==> config.mk <==
export PLATFORM = sky130hd
export DESIGN_NAME = ed_rle_page_decoder_flat
export DESIGN_NICKNAME = d
export VERILOG_FILES = /design/src/rtl/erpd_pkg.sv /design/src/rtl/erpd_if.sv /design/src/rtl/ed_rle_page_decoder.sv /design/src/rtl/erpd_front.sv /design/src/rtl/erpd_queue.sv /design/src/rtl/erpd_back.sv /design/src/flat_wrapper.sv
export SDC_FILE = /design/constraint.sdc
export NUM_CORES = 1
export LEC_CHECK = 0
export ABC_AREA = 0
export ABC_CLOCK_PERIOD_IN_PS = 4500
export BUFFER_PORTS_ARGS = -buffer_cell sky130_fd_sc_hd__buf_2
export CELL_PAD_IN_SITES_DETAIL_PLACEMENT = 2
export CELL_PAD_IN_SITES_GLOBAL_PLACEMENT = 2
export CORE_UTILIZATION = 40
export CTS_CLUSTER_SIZE = 10
export DETAILED_ROUTE_END_ITERATION = 12
export PLACE_DENSITY_LB_ADDON = 0.25
export RECOVER_POWER = 25
export SLEW_MARGIN = 20
export SYNTH_ARGS = -nofsm -noshare
export SYNTH_HDL_FRONTEND = slang
export SYNTH_HIERARCHICAL = 1
export SYNTH_SLANG_ARGS = --single-unit
==> constraint.sdc <==
create_clock -name clk -period 4.5 [get_ports clk]
set_input_delay 0.225 -clock clk [delete_from_list [all_inputs] [get_ports clk]]
set_output_delay 0.225 -clock clk [all_outputs]
set_load 0.01 [all_outputs]
==> src/rtl/erpd_pkg.sv <==
package erpd_pkg;

  localparam logic [7:0] MARK_BYTE    = 8'hED;
  localparam logic [7:0] ZERO_BYTE    = 8'h00;
  localparam int         HEADER_BYTES = 3;

  localparam int MAX_RESULTS    = 3;
  localparam int QUEUE_DEPTH    = 4;
  localparam int APB_ADDR_W     = 3;
  localparam int APB_DATA_W     = 32;

  localparam logic REG_FORMAT_MODE = 1'b0;

  localparam logic MODE_TERMINATED = 1'b0;
  localparam logic MODE_CHUNKED    = 1'b1;

  typedef enum logic [13:0] {
    PH_T_IDLE = 14'b00000000000001,
    PH_T_E    = 14'b00000000000010,
    PH_T_EE   = 14'b00000000000100,
    PH_T_EEN  = 14'b00000000001000,
    PH_T_Z    = 14'b00000000010000,
    PH_T_ZE   = 14'b00000000100000,
    PH_T_ZEE  = 14'b00000001000000,
    PH_C_H0   = 14'b00000010000000,
    PH_C_H1   = 14'b00000100000000,
    PH_C_H2   = 14'b00001000000000,
    PH_C_D    = 14'b00010000000000,
    PH_C_E    = 14'b00100000000000,
    PH_C_EE   = 14'b01000000000000,
    PH_C_EEN  = 14'b10000000000000
  } phase_t;

  typedef struct packed {
    logic [7:0]                   page;
    logic [1:0]                   n;
    logic [MAX_RESULTS-1:0][7:0]  val;
    logic [MAX_RESULTS-1:0][7:0]  len;
    logic                         last_end;
  } run_entry_t;

endpackage

==> src/rtl/erpd_if.sv <==
interface erpd_in_if;
  logic       valid;
  logic       ready;
  logic [7:0] data_byte;

  modport source (output valid, output data_byte, input ready);
  modport sink (input valid, input data_byte, output ready);
endinterface

interface erpd_out_if;
  logic       valid;
  logic       ready;
  logic [7:0] page_number;
  logic [7:0] run_value;
  logic [7:0] run_length;
  logic       block_end;

  modport source (output valid, output page_number, output run_value, output run_length,
                  output block_end, input ready);
  modport sink (input valid, input page_number, input run_value, input run_length,
                input block_end, output ready);
endinterface

==> src/rtl/ed_rle_page_decoder.sv <==
// ED ED run-length page decoder.
// byte_in takes one compressed byte per item (valid/ready); run_out delivers
// decoded runs as page_number, run_value, run_length and block_end items.
// A run_length of zero writes nothing; block_end marks the last run of a chunk
// or of a terminated stream.
// The APB port holds format_mode at byte address 0: 0 ends a stream at
// 00 ED ED 00, 1 reads chunks that start with a length and page header.
// Writing it restarts parsing; write only while the decoder is idle.
// Throughput: one input byte per cycle while the run queue is not full. A
// byte releases zero to three runs, and run_out carries one run per cycle
// while ready is high, so the sustained input rate is set by the number of
// runs per byte on the output register. Path: the parser decodes a byte
// combinationally and writes its runs into the run queue as the byte is
// accepted; each run then goes from the queue head into the output register.
// When run_out stalls, the run queue fills and byte_in drops ready once it is
// full; parsing resumes as soon as an entry leaves the queue.
// Reset clears the parser to the start of a terminated stream, format_mode to
// 0 and the run queue to empty.
module ed_rle_page_decoder #(
  parameter int QUEUE_DEPTH = erpd_pkg::QUEUE_DEPTH
) (
  input  logic                            clk,
  input  logic                            rst,
  erpd_in_if.sink                         byte_in,
  erpd_out_if.source                      run_out,
  input  logic                            psel,
  input  logic                            penable,
  input  logic                            pwrite,
  input  logic [erpd_pkg::APB_ADDR_W-1:0] paddr,
  input  logic [erpd_pkg::APB_DATA_W-1:0] pwdata,
  output logic [erpd_pkg::APB_DATA_W-1:0] prdata,
  output logic                            pready
);

  erpd_pkg::run_entry_t push_entry, head;
  logic push, pop, empty, full;
  logic cfg_wr, format_mode;

  assign pready = 1'b1;
  assign cfg_wr = psel && penable && pwrite && pready && (paddr[2] == erpd_pkg::REG_FORMAT_MODE);
  assign prdata = (paddr[2] == erpd_pkg::REG_FORMAT_MODE) ?
                  {{(erpd_pkg::APB_DATA_W-1){1'b0}}, format_mode} : '0;

  erpd_front u_front (
    .clk         (clk),
    .rst         (rst),
    .cfg_wr      (cfg_wr),
    .cfg_mode    (pwdata[0]),
    .format_mode (format_mode),
    .byte_in     (byte_in),
    .queue_full  (full),
    .push        (push),
    .entry       (push_entry)
  );

  erpd_queue #(
    .DEPTH (QUEUE_DEPTH)
  ) u_queue (
    .clk        (clk),
    .rst        (rst),
    .push       (push),
    .push_entry (push_entry),
    .pop        (pop),
    .head       (head),
    .empty      (empty),
    .full       (full)
  );

  erpd_back u_back (
    .clk     (clk),
    .rst     (rst),
    .head    (head),
    .empty   (empty),
    .pop     (pop),
    .run_out (run_out)
  );

endmodule

==> src/rtl/erpd_front.sv <==
module erpd_front (
  input  logic                  clk,
  input  logic                  rst,
  input  logic                  cfg_wr,
  input  logic                  cfg_mode,
  output logic                  format_mode,
  erpd_in_if.sink               byte_in,
  input  logic                  queue_full,
  output logic                  push,
  output erpd_pkg::run_entry_t  entry
);

  erpd_pkg::phase_t phase, phase_next;
  logic [7:0]  held_count, held_count_next;
  logic [15:0] bytes_remaining, bytes_remaining_next;
  logic [7:0]  current_page, current_page_next;
  logic [15:0] rem_dec;
  logic [7:0]  b;
  logic        accept;
  logic        chunk_tok;

  assign b            = byte_in.data_byte;
  assign byte_in.ready = !queue_full;
  assign accept       = byte_in.valid && byte_in.ready;
  assign push         = accept && (entry.n != 2'd0);
  assign rem_dec      = (bytes_remaining != 16'd0) ? bytes_remaining - 16'd1 : 16'd0;

  always_comb begin
    phase_next           = phase;
    held_count_next      = held_count;
    bytes_remaining_next = bytes_remaining;
    current_page_next    = current_page;
    chunk_tok            = 1'b0;
    entry                = '0;
    entry.page           = current_page;
    unique case (phase)
      erpd_pkg::PH_T_IDLE: begin
        if (b == erpd_pkg::ZERO_BYTE) begin
          phase_next = erpd_pkg::PH_T_Z;
        end else if (b == erpd_pkg::MARK_BYTE) begin
          phase_next = erpd_pkg::PH_T_E;
        end else begin
          entry.n      = 2'd1;
          entry.val[0] = b;
          entry.len[0] = 8'd1;
        end
      end
      erpd_pkg::PH_T_E: begin
        if (b == erpd_pkg::MARK_BYTE) begin
          phase_next = erpd_pkg::PH_T_EE;
        end else begin
          entry.n      = 2'd2;
          entry.val[0] = erpd_pkg::MARK_BYTE;
          entry.len[0] = 8'd1;
          entry.val[1] = b;
          entry.len[1] = 8'd1;
          phase_next   = erpd_pkg::PH_T_IDLE;
        end
      end
      erpd_pkg::PH_T_EE: begin
        held_count_next = b;
        phase_next      = erpd_pkg::PH_T_EEN;
      end
      erpd_pkg::PH_T_EEN: begin
        entry.n      = 2'd1;
        entry.val[0] = b;
        entry.len[0] = held_count;
        phase_next   = erpd_pkg::PH_T_IDLE;
      end
      erpd_pkg::PH_T_Z: begin
        if (b == erpd_pkg::MARK_BYTE) begin
          phase_next = erpd_pkg::PH_T_ZE;
        end else if (b == erpd_pkg::ZERO_BYTE) begin
          entry.n      = 2'd1;
          entry.val[0] = erpd_pkg::ZERO_BYTE;
          entry.len[0] = 8'd1;
        end else begin
          entry.n      = 2'd2;
          entry.val[0] = erpd_pkg::ZERO_BYTE;
          entry.len[0] = 8'd1;
          entry.val[1] = b;
          entry.len[1] = 8'd1;
          phase_next   = erpd_pkg::PH_T_IDLE;
        end
      end
      erpd_pkg::PH_T_ZE: begin
        if (b == erpd_pkg::MARK_BYTE) begin
          phase_next = erpd_pkg::PH_T_ZEE;
        end else begin
          entry.n      = 2'd3;
          entry.val[0] = erpd_pkg::ZERO_BYTE;
          entry.len[0] = 8'd1;
          entry.val[1] = erpd_pkg::MARK_BYTE;
          entry.len[1] = 8'd1;
          entry.val[2] = b;
          entry.len[2] = 8'd1;
          phase_next   = erpd_pkg::PH_T_IDLE;
        end
      end
      erpd_pkg::PH_T_ZEE: begin
        entry.n = 2'd1;
        if (b == erpd_pkg::ZERO_BYTE) begin
          entry.val[0]   = erpd_pkg::ZERO_BYTE;
          entry.len[0]   = 8'd0;
          entry.last_end = 1'b1;
          phase_next     = erpd_pkg::PH_T_IDLE;
        end else begin
          entry.val[0]    = erpd_pkg::ZERO_BYTE;
          entry.len[0]    = 8'd1;
          held_count_next = b;
          phase_next      = erpd_pkg::PH_T_EEN;
        end
      end
      erpd_pkg::PH_C_H0: begin
        bytes_remaining_next = {8'd0, b};
        phase_next           = erpd_pkg::PH_C_H1;
      end
      erpd_pkg::PH_C_H1: begin
        bytes_remaining_next = {b, bytes_remaining[7:0]};
        phase_next           = erpd_pkg::PH_C_H2;
      end
      erpd_pkg::PH_C_H2: begin
        current_page_next = b;
        if (bytes_remaining == 16'd0) begin
          entry.n        = 2'd1;
          entry.page     = b;
          entry.last_end = 1'b1;
          phase_next     = erpd_pkg::PH_C_H0;
        end else begin
          phase_next = erpd_pkg::PH_C_D;
        end
      end
      erpd_pkg::PH_C_D: begin
        bytes_remaining_next = rem_dec;
        if (b == erpd_pkg::MARK_BYTE) begin
          phase_next = erpd_pkg::PH_C_E;
        end else begin
          entry.n      = 2'd1;
          entry.val[0] = b;
          entry.len[0] = 8'd1;
          chunk_tok    = 1'b1;
        end
      end
      erpd_pkg::PH_C_E: begin
        bytes_remaining_next = rem_dec;
        if (b == erpd_pkg::MARK_BYTE) begin
          phase_next = erpd_pkg::PH_C_EE;
        end else begin
          entry.n      = 2'd2;
          entry.val[0] = erpd_pkg::MARK_BYTE;
          entry.len[0] = 8'd1;
          entry.val[1] = b;
          entry.len[1] = 8'd1;
          chunk_tok    = 1'b1;
        end
      end
      erpd_pkg::PH_C_EE: begin
        bytes_remaining_next = rem_dec;
        held_count_next      = b;
        phase_next           = erpd_pkg::PH_C_EEN;
      end
      erpd_pkg::PH_C_EEN: begin
        bytes_remaining_next = rem_dec;
        entry.n      = 2'd1;
        entry.val[0] = b;
        entry.len[0] = held_count;
        chunk_tok    = 1'b1;
      end
      default: begin
        phase_next = format_mode ? erpd_pkg::PH_C_H0 : erpd_pkg::PH_T_IDLE;
      end
    endcase
    if (chunk_tok) begin
      if (rem_dec == 16'd0) begin
        entry.last_end = 1'b1;
        phase_next     = erpd_pkg::PH_C_H0;
      end else begin
        phase_next = erpd_pkg::PH_C_D;
      end
    end
  end

  always_ff @(posedge clk) begin
    if (rst) begin
      format_mode     <= erpd_pkg::MODE_TERMINATED;
      phase           <= erpd_pkg::PH_T_IDLE;
      held_count      <= 8'd0;
      bytes_remaining <= 16'd0;
      current_page    <= 8'd0;
    end else if (cfg_wr) begin
      format_mode     <= cfg_mode;
      phase           <= cfg_mode ? erpd_pkg::PH_C_H0 : erpd_pkg::PH_T_IDLE;
      held_count      <= 8'd0;
      bytes_remaining <= 16'd0;
      current_page    <= 8'd0;
    end else if (accept) begin
      phase           <= phase_next;
      held_count      <= held_count_next;
      bytes_remaining <= bytes_remaining_next;
      current_page    <= current_page_next;
    end
  end

endmodule

==> src/rtl/erpd_queue.sv <==
module erpd_queue #(
  parameter int DEPTH = erpd_pkg::QUEUE_DEPTH
) (
  input  logic                  clk,
  input  logic                  rst,
  input  logic                  push,
  input  erpd_pkg::run_entry_t  push_entry,
  input  logic                  pop,
  output erpd_pkg::run_entry_t  head,
  output logic                  empty,
  output logic                  full
);

  localparam int PTR_W = (DEPTH > 1) ? $clog2(DEPTH) : 1;
  localparam int CNT_W = $clog2(DEPTH + 1);
  localparam logic [PTR_W-1:0] LAST_PTR = PTR_W'(DEPTH - 1);
  localparam logic [CNT_W-1:0] FULL_CNT = CNT_W'(DEPTH);

  erpd_pkg::run_entry_t mem [DEPTH];
  logic [PTR_W-1:0] wr_ptr, rd_ptr;
  logic [CNT_W-1:0] count;
  logic             do_push, do_pop;

  assign empty   = (count == '0);
  assign full    = (count == FULL_CNT);
  assign do_push = push && !full;
  assign do_pop  = pop && !empty;
  assign head    = mem[rd_ptr];

  always_ff @(posedge clk) begin
    if (do_push) begin
      mem[wr_ptr] <= push_entry;
    end
  end

  always_ff @(posedge clk) begin
    if (rst) begin
      wr_ptr <= '0;
      rd_ptr <= '0;
      count  <= '0;
    end else begin
      if (do_push) begin
        wr_ptr <= (wr_ptr == LAST_PTR) ? '0 : wr_ptr + PTR_W'(1);
      end
      if (do_pop) begin
        rd_ptr <= (rd_ptr == LAST_PTR) ? '0 : rd_ptr + PTR_W'(1);
      end
      if (do_push && !do_pop) begin
        count <= count + CNT_W'(1);
      end else if (do_pop && !do_push) begin
        count <= count - CNT_W'(1);
      end
    end
  end

  a_no_push_when_full: assert property (@(posedge clk) disable iff (rst)
    !(push && full)) else $error("push into full run queue");

  a_no_empty_entries: assert property (@(posedge clk) disable iff (rst)
    push |-> (push_entry.n != 2'd0)) else $error("run entry with no results queued");

endmodule

==> src/rtl/erpd_back.sv <==
module erpd_back (
  input  logic                  clk,
  input  logic                  rst,
  input  erpd_pkg::run_entry_t  head,
  input  logic                  empty,
  output logic                  pop,
  erpd_out_if.source            run_out
);

  logic       out_valid;
  logic [7:0] out_page, out_value, out_length;
  logic       out_end;
  logic [1:0] idx;
  logic       load, take, last_of_entry;

  assign load          = !out_valid || run_out.ready;
  assign take          = load && !empty;
  assign last_of_entry = ((idx + 2'd1) == head.n);
  assign pop           = take && last_of_entry;

  assign run_out.valid       = out_valid;
  assign run_out.page_number = out_page;
  assign run_out.run_value   = out_value;
  assign run_out.run_length  = out_length;
  assign run_out.block_end   = out_end;

  always_ff @(posedge clk) begin
    if (take) begin
      out_page   <= head.page;
      out_value  <= head.val[idx];
      out_length <= head.len[idx];
      out_end    <= head.last_end && last_of_entry;
    end
  end

  always_ff @(posedge clk) begin
    if (rst) begin
      out_valid <= 1'b0;
      idx       <= 2'd0;
    end else if (load) begin
      out_valid <= !empty;
      if (take) begin
        idx <= last_of_entry ? 2'd0 : idx + 2'd1;
      end
    end
  end

  a_idx_in_entry: assert property (@(posedge clk) disable iff (rst)
    !empty |-> (idx < head.n)) else $error("result index past entry size");

  a_idx_zero_when_empty: assert property (@(posedge clk) disable iff (rst)
    empty |-> (idx == 2'd0)) else $error("result index left over with empty queue");

endmodule
==> src/flat_wrapper.sv <==
// flat-port wrapper written by rule: the top's interface ports become plain ports
module ed_rle_page_decoder_flat 
#(
  parameter int QUEUE_DEPTH = erpd_pkg::QUEUE_DEPTH
)
  (clk, rst, psel, penable, pwrite, paddr, pwdata, prdata, pready, byte_in_valid, byte_in_data_byte, byte_in_ready, run_out_valid, run_out_page_number, run_out_run_value, run_out_run_length, run_out_block_end, run_out_ready);
  erpd_in_if byte_in_i ();
  erpd_out_if run_out_i ();
  input  logic clk;
  input  logic rst;
  input  logic psel;
  input  logic penable;
  input  logic pwrite;
  input  logic [erpd_pkg::APB_ADDR_W-1:0] paddr;
  input  logic [erpd_pkg::APB_DATA_W-1:0] pwdata;
  output logic [erpd_pkg::APB_DATA_W-1:0] prdata;
  output logic pready;
  input wire logic [$bits(byte_in_i.valid)-1:0] byte_in_valid;
  input wire logic [$bits(byte_in_i.data_byte)-1:0] byte_in_data_byte;
  output wire logic [$bits(byte_in_i.ready)-1:0] byte_in_ready;
  output wire logic [$bits(run_out_i.valid)-1:0] run_out_valid;
  output wire logic [$bits(run_out_i.page_number)-1:0] run_out_page_number;
  output wire logic [$bits(run_out_i.run_value)-1:0] run_out_run_value;
  output wire logic [$bits(run_out_i.run_length)-1:0] run_out_run_length;
  output wire logic [$bits(run_out_i.block_end)-1:0] run_out_block_end;
  input wire logic [$bits(run_out_i.ready)-1:0] run_out_ready;
  assign byte_in_i.valid = byte_in_valid;
  assign byte_in_i.data_byte = byte_in_data_byte;
  assign byte_in_ready = byte_in_i.ready;
  assign run_out_valid = run_out_i.valid;
  assign run_out_page_number = run_out_i.page_number;
  assign run_out_run_value = run_out_i.run_value;
  assign run_out_run_length = run_out_i.run_length;
  assign run_out_block_end = run_out_i.block_end;
  assign run_out_i.ready = run_out_ready;
  ed_rle_page_decoder #(.QUEUE_DEPTH(QUEUE_DEPTH)) u_core (.clk(clk), .rst(rst), .byte_in(byte_in_i), .run_out(run_out_i), .psel(psel), .penable(penable), .pwrite(pwrite), .paddr(paddr), .pwdata(pwdata), .prdata(prdata), .pready(pready));
endmodule
==> flow_summary.yaml <==
cells_and_area:
  combined_area_of_the_multi_input_logic_cells_sq_um: 4600
  finish.instance_area_sq_um: 15800
  n_fill_cell: 3327
  finish.net_count: 1079
  layout_overhead_on_the_synthesized_area_pct: 11.3
  flip_flop_and_latch_area_sq_um: 9020
  fin_util_pct: 45.6
  layout_cell_share_with_drive_strength_beyond_1_pct: 19.2
yosys:
  synth_edf_count: 261
  synth-xor-area-share_pct: 0.678
  ys_dominant_reg_cell: "edfxtp_1"
  largest_family_of_logic_cells_by_synthesized_area: "multiplexers"
  netlist_instances: 964
  syn-mean-instance-area_sq_um: 14.7
  yosys.area_share.adder_pct: 0.845
  synth_simple_gate_area_share_pct: 11.1
  synth_compound_area_share_pct: 6.34
  ys_warn_count: 6
  yosys.area.top_type: "edfxtp_1"
  yosysSeqAreaShare_pct: 63.4
  yosys.cell_types.count: 90
  synth.ff_latch_count: 320
  synth.area.top_cells: "edfxtp_1 55%, mux4_2 9.3%, dfxtp_1 8.3%"
  synth_largest_type_area_fraction_pct: 55.1
  mappedNetlistArea_sq_um: 14200
  postSynth.asyncResetShare_pct: 0
  synthMuxAreaShare_pct: 12.2
floorplanning:
  io-pin-count: 110
  dieArea_sq_um: 36300
  die_h_um: 191
  fp.coreArea_sq_um: 34700
  core.rowCount: 68
  start_util_pct: 40.9
  die_x_um: 191
grt:
  antenna_found_initial: 2
  grtUsageTotal_pct: 21.9
  grt_start_max_net_pins: 60
  grt_overflow: 0
  grt_pass1_wl_mm: 58.9
  first_global_vias: 9293
worst_setup_path:
  critical_path.endpoint: "u_core/u_queue/count[2]"
  cp_data_arrival_time_ps: 4630
  critical_path.reg2reg.startpoint: "u_core/u_front/phase[4]"
  timing.critical_path.from: "u_core/u_front/phase[4]"
  reg2reg_slack_ps: 320
  reg2reg_to: "u_core/u_queue/count[2]"
  crit_chain: "nor4_4, nand3_2, nor4_1, nor2_1, nor2_2, a211o_1, o21a_1, inv_1, nor2_1, ha_1, inv_1, fa_1, xor2_1, or3_1, a21oi_1"
  ff2ff_path_depth: 15
  worst_setup_path_end_kind: "flop"
  crit_path_start_kind: "flop"
  crit_path_top_delay_cell: "nor4_1"
  worstSetupPathType: "reg2reg"
  critical-path-max-stage-delay_ps: 530
  critPathRequiredTime_ps: 4950
  path_max_fanout: 10
sta:
  fin_skew_ps: 16.1
  final.period_utilization_pct: 92.9
  post-route-min-period_ps: 4180
  setup_viol_count_final: 0
  fmaxAchievable_ghz: 0.239
  timing_hold_violations_final: 0
  worstMarginPinSlew_ps: 1740
  rsz0062_at_grt: "false"
  hold_slack_final_ps: 111
  finalSetupTns_ps: 0
  timing.slew.headroom_pct: -15.8
  report.final.slew_viol_count: 26
routing:
  detail_route.vias_per_cell: 5.63
  remaining_antenna_violation_count: 0
  drc_errors: 0
  avgRoutedWirePerCell_um: 25.8
  routed_wl_mm: 38.6
  iteration_0_drc_count_of_the_detailed_router: 452
  detail_route.first_pass.iterations: 4
  vias: 8424
place:
  placed_cell_area_sq_um: 14800
  post-dp-hpwl_mm: 24.6
  place_congestion: 0.798
  buffer_ports.inserted: 44
clocking:
  post_cts_buffers: 0
  clk_path_buf_depth: 3
  tritoncts: "yes"
  clock_pin_transition_on_the_worst_setup_and_hold_timing_paths_ps: 60
  htree_num_levels: 2
  cts-buffers-inserted: 38
  clock_insertion_delay_worst_skew_ps: 530
  clock_sink_count: 320
  clk_root_buffer_cell: "clkbuf_16"
power_and_ir_drop:
  leakage_power_total_nw: 5.33
  vdd_drop_max_mv: 0.305
  p_total_mw: 9.15
  power.density_cell_area_nw_per_um2: 579
run_status:
  failed_checks: "max-capacitance violations, max-slew violations"
  status: "finished, violations left"
job:
  drv.max_cap_violation_count: 1
worst_hold_path:
  hold_class: "in2reg"
-- logic make-up (layout without fill, tap and decap cells) --
family,after synthesis,after routing
AO/OA/AOI/OAI,129,129
XOR/XNOR,11,11
multiplexers,98,98
buffers and inverters,121,154
AND/OR/NAND/NOR,273,273
adder cells (fa/ha/maj),9,9
other,3,47
flip-flops,320,320
-- critical path: cells and delay by family (launching register included) --
family	cells	cell delay (ps)
and+or+nand+nor	7	2110
AOI/OAI and AO/OA	3	630
adders and majority gates	2	580
DFF	1	430
xor gates and xnor gates	1	180
buffers and inverters	2	160
-- sequential cells by signal (all words and copies together), names as in the netlist, named ones only --
| register | cells |
|---|---|
| u_core/u_front/current_page | 8 |
| u_core/u_front/bytes_remaining | 16 |
| u_core/u_back/idx | 2 |
| u_core/u_back/run_out.run_length | 8 |
| u_core/u_back/run_out.run_value | 8 |
| u_core/u_back/run_out.valid | 1 |
| u_core/u_queue/count | 3 |
| u_core/u_front/held_count | 8 |
| u_core/u_queue/wr_ptr | 2 |
| u_core/u_front/format_mode | 1 |
| u_core/u_queue/rd_ptr | 2 |
| u_core/u_back/run_out.block_end | 1 |
| u_core/u_back/run_out.page_number | 8 |
| u_core/u_queue/mem | 236 |
| u_core/u_front/phase | 14 |
-- metal layers --
metal  share of wire (%)  vias to the layer above  global-route usage [%]
met5                   0                        -                       0
met4                 3.1                        0                    7.42
met3                 3.6                       71                    3.28
met2                  52                      190                    38.8
met1                  42                     4413                    27.2
li1                    -                     3750                       -
-- power breakdown --
group	internal [mW]	switching (mW)	leakage [nW]
Combinational	0.863	1.38	1.92
Clock	1.59	1.17	0.523
Sequential	3.95	0.212	2.89
-- cell usage in the layout (no fill, tap or decap), drive strengths merged, types with 12 or more instances in the layout --
cell      n
dfxtp    59
a21oi    25
mux2i    31
buf      45
edfxtp  261
nor3     20
and3     12
o21ai    33
nor2     53
conb     46
nand3    25
nor2b    16
nand2    62
clkbuf   86
inv      17
nor4     17
a211oi   13
mux4     59
-- synth_stat cells (12+ instances only) --
| cell type | number |
|---|---|
| o21ai_0 | 29 |
| buf_4 | 53 |
| and3_1 | 12 |
| dfxtp_1 | 59 |
| mux2i_1 | 31 |
| a21oi_1 | 24 |
| buf_2 | 16 |
| inv_1 | 16 |
| clkbuf_1 | 26 |
| mux4_2 | 59 |
| edfxtp_1 | 261 |
| nor3_1 | 19 |
| nand2_1 | 61 |
| nor2b_1 | 16 |
| nor2_1 | 49 |
| nand3_1 | 23 |
-- layout make-up --
cell class	count	share of cell area, %
sequential	320	57.0
antenna	1	0.0158
multi-input combinational	566	29.1
clock inverter	5	0.293
clock buffer	55	6.55
tap	455	3.60
timing repair buffer	77	3.01
inverter	17	0.403
-- worst min-delay path by stage --
stage	to	cells after the start	startpoint	slack, ps
2_1_floorplan	u_core/u_back/idx[0]	1	rst	290
3_3_place_gp	u_core/u_front/current_page[0]	2	u_core/u_front/current_page[0]	440
3_5_place_dp	u_core/u_front/current_page[0]	2	u_core/u_front/current_page[0]	450
4_1_cts	u_core/u_back/run_out.valid	4	run_out_ready	80
5_1_grt	u_core/u_front/current_page[6]	3	byte_in_data_byte[6]	110
6_report	u_core/u_back/run_out.valid	4	run_out_ready	110
-- metrics by stage --
| step | instances | worst slack [ps] |
|---|---|---|
| after floorplan | 1007 | 472 |
| after global placement | 1434 | 530 |
| after detailed placement | 1434 | 337 |
| after CTS | 1495 | 295 |
| after global routing | 1495 | 20.8 |
| final | 1496 | 318 |
-- what timing repair did --
action,4_1_cts,5_1_grt
endpoints found under the hold margin,1,0
endpoints found under the setup margin,0,1
hold buffers,1,0
resized for setup,0,2
Note: power is estimated with default switching activity, not from simulation.
